[config.mk]
export PLATFORM = sky130hd
export DESIGN_NAME = hrc_ctrl
export DESIGN_NICKNAME = d
export VERILOG_FILES = /design/src/sv/hrc_pkg.sv /design/src/sv/hrc_ctrl.sv
export SDC_FILE = /design/constraint.sdc
export NUM_CORES = 1
export LEC_CHECK = 0
export BUFFER_PORTS_ARGS = -buffer_cell sky130_fd_sc_hd__buf_2
export CAP_MARGIN = 5
export CORE_MARGIN = 2
export CORE_UTILIZATION = 50
export DETAILED_ROUTE_END_ITERATION = 10
export PLACE_DENSITY = 0.71
export REMOVE_ABC_BUFFERS = 1
export SKIP_CTS_REPAIR_TIMING = 1
export SLEW_MARGIN = 30
export SYNTH_ARGS = -nofsm -noshare
export SYNTH_HDL_FRONTEND = slang
export SYNTH_SLANG_ARGS = --single-unit
[constraint.sdc]
create_clock -name clk -period 3.57 [get_ports clk]
set_clock_uncertainty 0.1 [all_clocks]
set_input_delay 0.1785 -clock clk [delete_from_list [all_inputs] [get_ports clk]]
set_output_delay 0.1785 -clock clk [all_outputs]
set_load 0.005 [all_outputs]
[src/sv/hrc_pkg.sv]
// Shared types and constants for the history ring with read cursor
`default_nettype none

package hrc_pkg;

	localparam int CAPACITY_DEF  = 1024;
	localparam int ITEM_BITS_DEF = 8;
	localparam int DATA_BITS     = 8;
	localparam int DIST_BITS     = 11;

	localparam logic OP_PUSH = 1'b0;
	localparam logic OP_NEXT = 1'b1;

	typedef enum logic [1:0] {
		STS_APPEND    = 2'd0,
		STS_OVERWRITE = 2'd1,
		STS_NEXT_OK   = 2'd2,
		STS_EMPTY     = 2'd3
	} status_t;

	typedef enum logic {
		FSM_IDLE = 1'b0,
		FSM_READ = 1'b1
	} fsm_t;

	typedef struct packed {
		logic wr;
		logic rd;
	} mem_cmd_t;

endpackage

`default_nettype wire

[src/sv/hrc_ctrl.sv]
// Window pointers, cursor, sequencer and result register
`default_nettype none

module hrc_ctrl #(
	parameter int CAPACITY  = hrc_pkg::CAPACITY_DEF,
	parameter int ITEM_BITS = hrc_pkg::ITEM_BITS_DEF,
	localparam int AW       = (CAPACITY > 1) ? $clog2(CAPACITY) : 1,
	localparam int CW       = $clog2(CAPACITY + 1),
	localparam int DB       = hrc_pkg::DATA_BITS,
	localparam int DW       = hrc_pkg::DIST_BITS
) (
	input  wire logic                 clk,
	input  wire logic                 arst_n,
	input  wire logic                 req_valid,
	output logic                      req_ready,
	input  wire logic                 op,
	input  wire logic [DB-1:0]        push_data,
	output logic                      rsp_valid,
	input  wire logic                 rsp_ready,
	output logic      [DB-1:0]        read_data,
	output logic      [DW-1:0]        distance,
	output logic                      more_items,
	output logic      [1:0]           status,
	output hrc_pkg::mem_cmd_t         mem_cmd,
	output logic      [AW-1:0]        mem_addr,
	output logic      [ITEM_BITS-1:0] mem_wdata,
	input  wire logic [ITEM_BITS-1:0] mem_rdata
);

	hrc_pkg::fsm_t    state_q, state_d;
	logic [CW-1:0]    fill_q, fill_d;
	logic [AW-1:0]    oldest_q, oldest_d;
	logic [AW-1:0]    cursor_q, cursor_d;
	logic             more_q, more_d;
	logic [CW-1:0]    dist_s1;
	logic             more_s1;
	logic             rsp_valid_q;
	logic [DB-1:0]    read_data_q;
	logic [DW-1:0]    distance_q;
	logic             more_items_q;
	hrc_pkg::status_t status_q;

	logic             accept;
	logic             full;
	logic [AW-1:0]    oldest_inc;
	logic [CW-1:0]    cursor_inc;
	logic [AW-1:0]    cursor_nxt;
	logic [CW-1:0]    dist_calc;
	logic             load;
	logic [DB-1:0]    load_data;
	logic [DW-1:0]    load_dist;
	logic             load_more;
	hrc_pkg::status_t load_status;

	assign req_ready  = (state_q == hrc_pkg::FSM_IDLE) && (!rsp_valid_q || rsp_ready);
	assign accept     = req_valid && req_ready;
	assign full       = (fill_q == CW'(CAPACITY));
	assign oldest_inc = (oldest_q == AW'(CAPACITY - 1)) ? '0 : oldest_q + AW'(1);
	assign cursor_inc = CW'(cursor_q) + CW'(1);
	assign cursor_nxt = (cursor_inc == fill_q) ? '0 : AW'(cursor_inc);
	assign dist_calc  = (oldest_q > cursor_q) ? CW'(oldest_q) - CW'(cursor_q)
	                                          : fill_q - CW'(cursor_q) + CW'(oldest_q);
	assign mem_wdata  = ITEM_BITS'(push_data);

	always_ff @(posedge clk or negedge arst_n) begin
		if (!arst_n) begin
			state_q  <= hrc_pkg::FSM_IDLE;
			fill_q   <= '0;
			oldest_q <= '0;
			cursor_q <= '0;
			more_q   <= 1'b0;
		end else begin
			state_q  <= state_d;
			fill_q   <= fill_d;
			oldest_q <= oldest_d;
			cursor_q <= cursor_d;
			more_q   <= more_d;
		end
	end

	always_comb begin
		state_d     = state_q;
		fill_d      = fill_q;
		oldest_d    = oldest_q;
		cursor_d    = cursor_q;
		more_d      = more_q;
		mem_cmd     = '0;
		mem_addr    = cursor_q;
		load        = 1'b0;
		load_data   = '0;
		load_dist   = '0;
		load_more   = 1'b0;
		load_status = hrc_pkg::STS_EMPTY;
		case (state_q)
			hrc_pkg::FSM_IDLE: begin
				if (accept) begin
					if (op == hrc_pkg::OP_PUSH) begin
						mem_cmd.wr = 1'b1;
						more_d     = 1'b1;
						load       = 1'b1;
						load_more  = 1'b1;
						if (!full) begin
							mem_addr    = AW'(fill_q);
							fill_d      = fill_q + CW'(1);
							cursor_d    = '0;
							load_status = hrc_pkg::STS_APPEND;
						end else begin
							mem_addr    = oldest_q;
							oldest_d    = oldest_inc;
							cursor_d    = oldest_inc;
							load_status = hrc_pkg::STS_OVERWRITE;
						end
					end else if (!more_q || fill_q == '0) begin
						load        = 1'b1;
						load_status = hrc_pkg::STS_EMPTY;
					end else begin
						mem_cmd.rd = 1'b1;
						mem_addr   = cursor_q;
						cursor_d   = cursor_nxt;
						more_d     = (cursor_nxt != oldest_q);
						state_d    = hrc_pkg::FSM_READ;
					end
				end
			end
			hrc_pkg::FSM_READ: begin
				load        = 1'b1;
				load_data   = DB'(mem_rdata);
				load_dist   = DW'(dist_s1);
				load_more   = more_s1;
				load_status = hrc_pkg::STS_NEXT_OK;
				state_d     = hrc_pkg::FSM_IDLE;
			end
			default: begin
				state_d = hrc_pkg::FSM_IDLE;
			end
		endcase
	end

	always_ff @(posedge clk) begin
		if (mem_cmd.rd) begin
			dist_s1 <= dist_calc;
			more_s1 <= more_d;
		end
	end

	always_ff @(posedge clk or negedge arst_n) begin
		if (!arst_n) begin
			rsp_valid_q <= 1'b0;
		end else if (load) begin
			rsp_valid_q <= 1'b1;
		end else if (rsp_ready) begin
			rsp_valid_q <= 1'b0;
		end
	end

	always_ff @(posedge clk) begin
		if (load) begin
			read_data_q  <= load_data;
			distance_q   <= load_dist;
			more_items_q <= load_more;
			status_q     <= load_status;
		end
	end

	assign rsp_valid  = rsp_valid_q;
	assign read_data  = read_data_q;
	assign distance   = distance_q;
	assign more_items = more_items_q;
	assign status     = status_q;

endmodule

`default_nettype wire

Word-level counts from Yosys, hierarchy flattened
Cells that the tools add are included.
Word-level totals
  input bits: 21
  output and inout bits: 44
  register bits after elaboration: 68
Operators by class
  order comparisons: 1
  equality and inequality tests: 5
  multiplexer cells: 33
  add/sub/neg operators: 6
  reduce and logical (&&, ||, !) cells: 11
  bitwise gates (word level): 3
Operator list (count)
  10-bit 2-to-1 mux: 9
  1-bit 2-to-1 mux: 15
  10-bit by 1-bit adder with 11-bit output (second input constant): 1
  11-bit by 1-bit adder with 11-bit output (second input constant): 1
  11-bit by 10-bit adder with 11-bit output: 1
  11-bit equality test: 1
  11-bit equality test (second input constant): 1
  11-bit zero test: 1
  11-bit 2-to-1 mux: 1
  10-bit by 10-bit subtractor with 11-bit output: 1
  11-bit by 10-bit subtractor with 11-bit output: 1
  10-bit by 1-bit adder with 10-bit output (second input constant): 1
  10-bit equality test (second input constant): 1
  10-bit greater-than comparator: 1
  10-bit inequality test: 1
  2-bit 2-to-1 mux: 4
  4-bit AND reduction: 2
  1-bit one-hot mux with 2 select lines: 3
  2-bit one-hot mux with 2 select lines: 1
  1-bit NOT: 3
  3-bit AND reduction: 1
  1-bit logical AND: 2
  1-bit zero test: 2
  1-bit logical OR: 2
  2 further kinds: 2

Logic depth before layout (Yosys ltp)
  depth in word-level cells: 8
  mapped depth: 15
  mapped depth without buffers: 14

Worst setup path before layout
No wires, ideal clock.
  path type: register -> register
  start point: register oldest_q[1]
  end point: register dist_s1[9] (data pin)
  period minus slack after synthesis: 3.236 ns
  data required time: 3.210 ns
  buffers on the path: 0
  setup slack: 0.334 ns
  cell stages (with the launch flop): 13
  arrival time: 2.876 ns
  cell sequence: dfrtp_1 inv_1 fa_1 inv_1 ha_1 a21o_1 a21oi_1 o21ai_0 a2111o_1 a31oi_1 o21ba_2 xnor2_1 mux2_2
On the way
  word-level cells in the longest chain between the ends: 2
  elaborated cells between the ends (all ways): 4
  classes of those cells: add/sub: 2; order compare: 1; mux: 1
RTL lines
  from (decl): RTL line hrc_ctrl.sv:32  | logic [AW-1:0] oldest_q, oldest_d;
  from (signal assigned): RTL line hrc_ctrl.sv:75  | oldest_q <= oldest_d;
  11-bit by 10-bit adder with 11-bit output, or another cell as far along: RTL line hrc_ctrl.sv:62  | : fill_q - CW'(cursor_q) + CW'(oldest_q);
  11-bit 2-to-1 mux *: RTL line hrc_ctrl.sv:61  | assign dist_calc = (oldest_q > cursor_q) ? CW'(oldest_q) - CW'(cursor_q)
  named net dist_calc[9]: RTL line hrc_ctrl.sv:48  | logic [CW-1:0] dist_calc;
  to (signal assigned): RTL line hrc_ctrl.sv:141  | dist_s1 <= dist_calc;
  to (decl): RTL line hrc_ctrl.sv:35  | logic [CW-1:0] dist_s1;
Mark *: on every way through the listed nets, which the timed path passes. The rest lies on a longest branch.
A chain may end at the register's enable or synchronous reset.

Final worst setup path
  start point: register fill_q[6]
  end point: output port mem_addr[4]
On the way
  word-level cells in the longest chain between the ends: 5
RTL lines
  from (decl): RTL line hrc_ctrl.sv:31  | logic [CW-1:0] fill_q, fill_d;
  from (signal assigned): RTL line hrc_ctrl.sv:74  | fill_q <= fill_d;
  11-bit equality test: RTL line hrc_ctrl.sv:57  | assign full = (fill_q == CW'(CAPACITY));
  10-bit 2-to-1 mux: RTL line hrc_ctrl.sv:102  | if (!full) begin
  10-bit 2-to-1 mux: RTL line hrc_ctrl.sv:97  | if (op == hrc_pkg::OP_PUSH) begin
  10-bit 2-to-1 mux: RTL line hrc_ctrl.sv:96  | if (accept) begin
  10-bit 2-to-1 mux: RTL line hrc_ctrl.sv:94  | case (state_q)
  to (decl): RTL line hrc_ctrl.sv:25  | output logic [AW-1:0] mem_addr,
Every way passes these cells.

==> results_dict.tcl <==
set metrics [dict create \
    outcome "completed" \
    p_sw_uw 1180 \
    cts_max_level 3 \
    r2r-end "dist_s1[9]" \
    tns_ns 0 \
    dieWidth_um 104 \
    coreArea_um2 9770 \
    grt_pass1_vias 4059 \
    pwr_density_cell_nw_per_um2 546 \
    gp_congestion 0.910 \
    hold_end "read_data[6]" \
    grt_pass1_wl_um 21100 \
    clock_sinks 68 \
    clockBufferDepth 2 \
    p_int_uw 1920 \
    start_util 0.516 \
    ir_worst_vdd_v 0.000215 \
    ant_nets 0 \
    portBuffers 48 \
    slowest_delay_ns 0.57 \
    placedInstanceArea_um2 5440 \
    grt_usage 0.247 \
    hpwl_um 9870 \
    dieHeight_um 104 \
    io_pins 65 \
    n_antenna_cell 0 \
    period_needed_ns 3.45 \
    power.share.clock 0.205 \
    worstPathMaxFanout 11 \
    wl_per_cell_um 17.6 \
    power_frac_comb 0.452 \
    critical_path.reg2reg.startpoint "fill_q[1]" \
    path_clk_slew_ns 0.07 \
    end_kind "output pin" \
    cp.required_ns 3.29 \
    final_layout_size_suffix_gt1_frac 0.162 \
    synth_ff_type "edfxtp_1" \
    drt-total-wl_um 13000 \
    row_count 36 \
    rr_worst_depth 12 \
    ys_seq_area_frac 0.371 \
    grt_remaining_overflow 0 \
    sw_frac_of_total 0.380 \
    drtIter0Drc 262 \
    drt_first_pass_iters 4 \
    synth_cell_types 67 \
    via_per_inst 5.59 \
    drc_errors 0 \
    rsz0062_at_grt "false" \
    finalWorstSetupSlack_ns 0.122 \
    clkLatencyLatePin_ns 0.36 \
    path_class "register to output pin" \
    hp-start "mem_rdata[6]" \
    die_area_um2 10900 \
    maxSlewViolCount 0 \
    max_freq_mhz 290 \
    period_share 0.966 \
    worstPathCellList "nor4_1 > nand3_1 > nor4_1 > and2_1 > a211oi_1 > a21oi_1 > buf_2" \
    grt_max_degree 35 \
    nets 655 \
    ys_async_sr_fraction 0.500 \
    syn_to_final_growth_pct 12.3 \
    cts_buffers 9 \
    final_area_um2 5660 \
    critical_path_arrival_ns 3.17 \
    cts_tree "built" \
    pwr-share-seq 0.343 \
    startpoint_type "register" \
    hold_viol 0 \
    leakage_uw 0.00240 \
    yosys_warnings 0 \
    setup_violations 0 \
    antenna_found_initial 0 \
    pre_cts_slack_ns 0.215 \
    hold_path.class "input port to register" \
    tightest_slew_ns 0.844 \
    num_vias 4117 \
    ys_seq_elements 68 \
    holdPathStages 2 \
    cp_slowest_cell "nor4_1" \
    rrSetupSlack_ns 0.22 \
    syn_avg_cell_area_um2 9.13 \
    synth_edf_count 34 \
    fin_util 0.579 \
    fillers 870 \
    cap_violations 0 \
    clockRootBuffer "clkbuf_8" \
    crit_top_cell "nor4_1" \
    slew_headroom 0.437 \
    syn_area_um2 5040 \
    syn_inst 552 \
]
placed cells by master (no fill, tap or decap), types with 4 or more instances in the layout:
master	synthesis	final
and3_1	11	11
o22ai_1	4	4
clkbuf_8	0	9
a31oi_1	5	5
edfxtp_1	34	34
inv_1	59	59
a22o_1	5	5
xnor2_1	40	40
dfrtp_1	34	34
and2_1	23	23
nor4_1	4	4
nand2_1	41	41
nor3_1	14	14
nor2_1	32	32
dlygate4sd3_1	0	4
nand2b_1	8	8
o21a_1	9	9
a21oi_1	25	25
a211oi_1	9	9
xor2_1	7	7
o21ai_0	30	29
buf_4	10	22
nand3_1	12	12
nor2b_1	5	5
fa_1	11	11
buf_2	4	48
o31ai_1	4	4
ha_1	24	24
o221ai_1	5	5
nand4_1	11	11
worst max-delay path: cells and delay by family (launching register included):
kind | cells | cell delay [ns]
and+or+nand+nor | 4 | 1.81
DFF | 1 | 0.47
AOI/OAI and AO/OA | 2 | 0.36
buffers and inverters | 1 | 0.16
synthesized netlist by cell type, types with 2 or more instances:
library cell / count / area share
and2_1: 23 / 0.029
fa_1: 11 / 0.044
clkbuf_1: 22 / 0.016
o31a_1: 2 / 0.0035
and4_1: 2 / 0.0035
nand2b_1: 8 / 0.0099
o221ai_1: 5 / 0.0087
xnor2_1: 40 / 0.069
dfrtp_1: 34 / 0.17
a21oi_1: 25 / 0.025
a211oi_1: 9 / 0.013
or2_2: 3 / 0.0037
a21o_1: 3 / 0.0045
o22ai_1: 4 / 0.0050
mux2i_1: 3 / 0.0060
and3_1: 11 / 0.014
o31ai_1: 4 / 0.0060
buf_4: 10 / 0.015
a31oi_1: 5 / 0.0062
nor2b_1: 5 / 0.0062
o211ai_1: 3 / 0.0045
nand2_1: 41 / 0.031
nor4_1: 4 / 0.0050
o21ai_0: 30 / 0.030
xor2_1: 7 / 0.012
nand3_1: 12 / 0.012
a22o_1: 5 / 0.0087
mux2_2: 3 / 0.0067
nor3_1: 14 / 0.014
edfxtp_1: 34 / 0.20
nor2_1: 32 / 0.024
buf_2: 4 / 0.0040
ha_1: 24 / 0.060
o21a_1: 9 / 0.013
inv_1: 59 / 0.044
nand4_1: 11 / 0.014
worst max-delay path by stage:
stage	startpoint	cells after the start	end	slack, ns
after floorplan	oldest_q[1]	12	dist_s1[9]	0.33
final	fill_q[6]	7	mem_addr[4]	0.12
after global placement	fill_q[1]	12	dist_s1[9]	0.29
after detailed placement	fill_q[1]	12	dist_s1[9]	0.22
after global routing	fill_q[6]	7	mem_addr[5]	0.03
after CTS	fill_q[1]	12	dist_s1[9]	0.19
sequential cells by signal (all words and copies together), names as in the netlist:
signal      flops
read_data       8
more_s1         1
dist_s1        11
cursor_q       10
status          2
fill_q         11
state_q         1
oldest_q       10
rsp_valid       1
more_q          1
more_items      1
distance       11
logic make-up after synthesis:
logic type / synth area share
flops: 0.371
simple gates: 0.177
xor+xnor: 0.0894
fa+ha+maj: 0.103
compound gates: 0.162
mux: 0.0127
buf+inv: 0.0839
area by class of cell:
class,instances,area (um^2),area share
clock buffers,11,131,0.0232
repair buffers,75,465,0.0822
flip-flops and latches,68,1870,0.331
well taps,133,166,0.0294
inverters,60,225,0.0398
clock inverters,5,52.6,0.00929
multi-input cells,385,2750,0.485
metrics by stage:
step	power, uW	hold WS (ns)	instances
finish	3090	0.00249	737
global route	3320	0.0116	737
CTS	3090	-0.171	733
detailed placement	2460	0.218	717
global placement	2410	0.208	717
floorplan	2050	-0.217	513
power by group through the flow:
stage / sequential [uW] / clock [uW] / combinational (uW)
after floorplan: 1090 / 0 / 959
after global placement: 1070 / 0 / 1340
after detailed placement: 1070 / 0 / 1380
after CTS: 1060 / 644 / 1390
after global routing: 1070 / 678 / 1570
final: 1060 / 633 / 1400
per-layer routing:
metal / vias to the layer above / part of all wire / global-route usage
li1: 2004 / - / -
met1: 1944 / 0.43 / 0.318
met2: 145 / 0.48 / 0.408
met3: 24 / 0.058 / 0.0451
met4: 0 / 0.025 / 0.107
met5: - / 0 / 0
No activity file was read; power rests on OpenSTA's default activity.
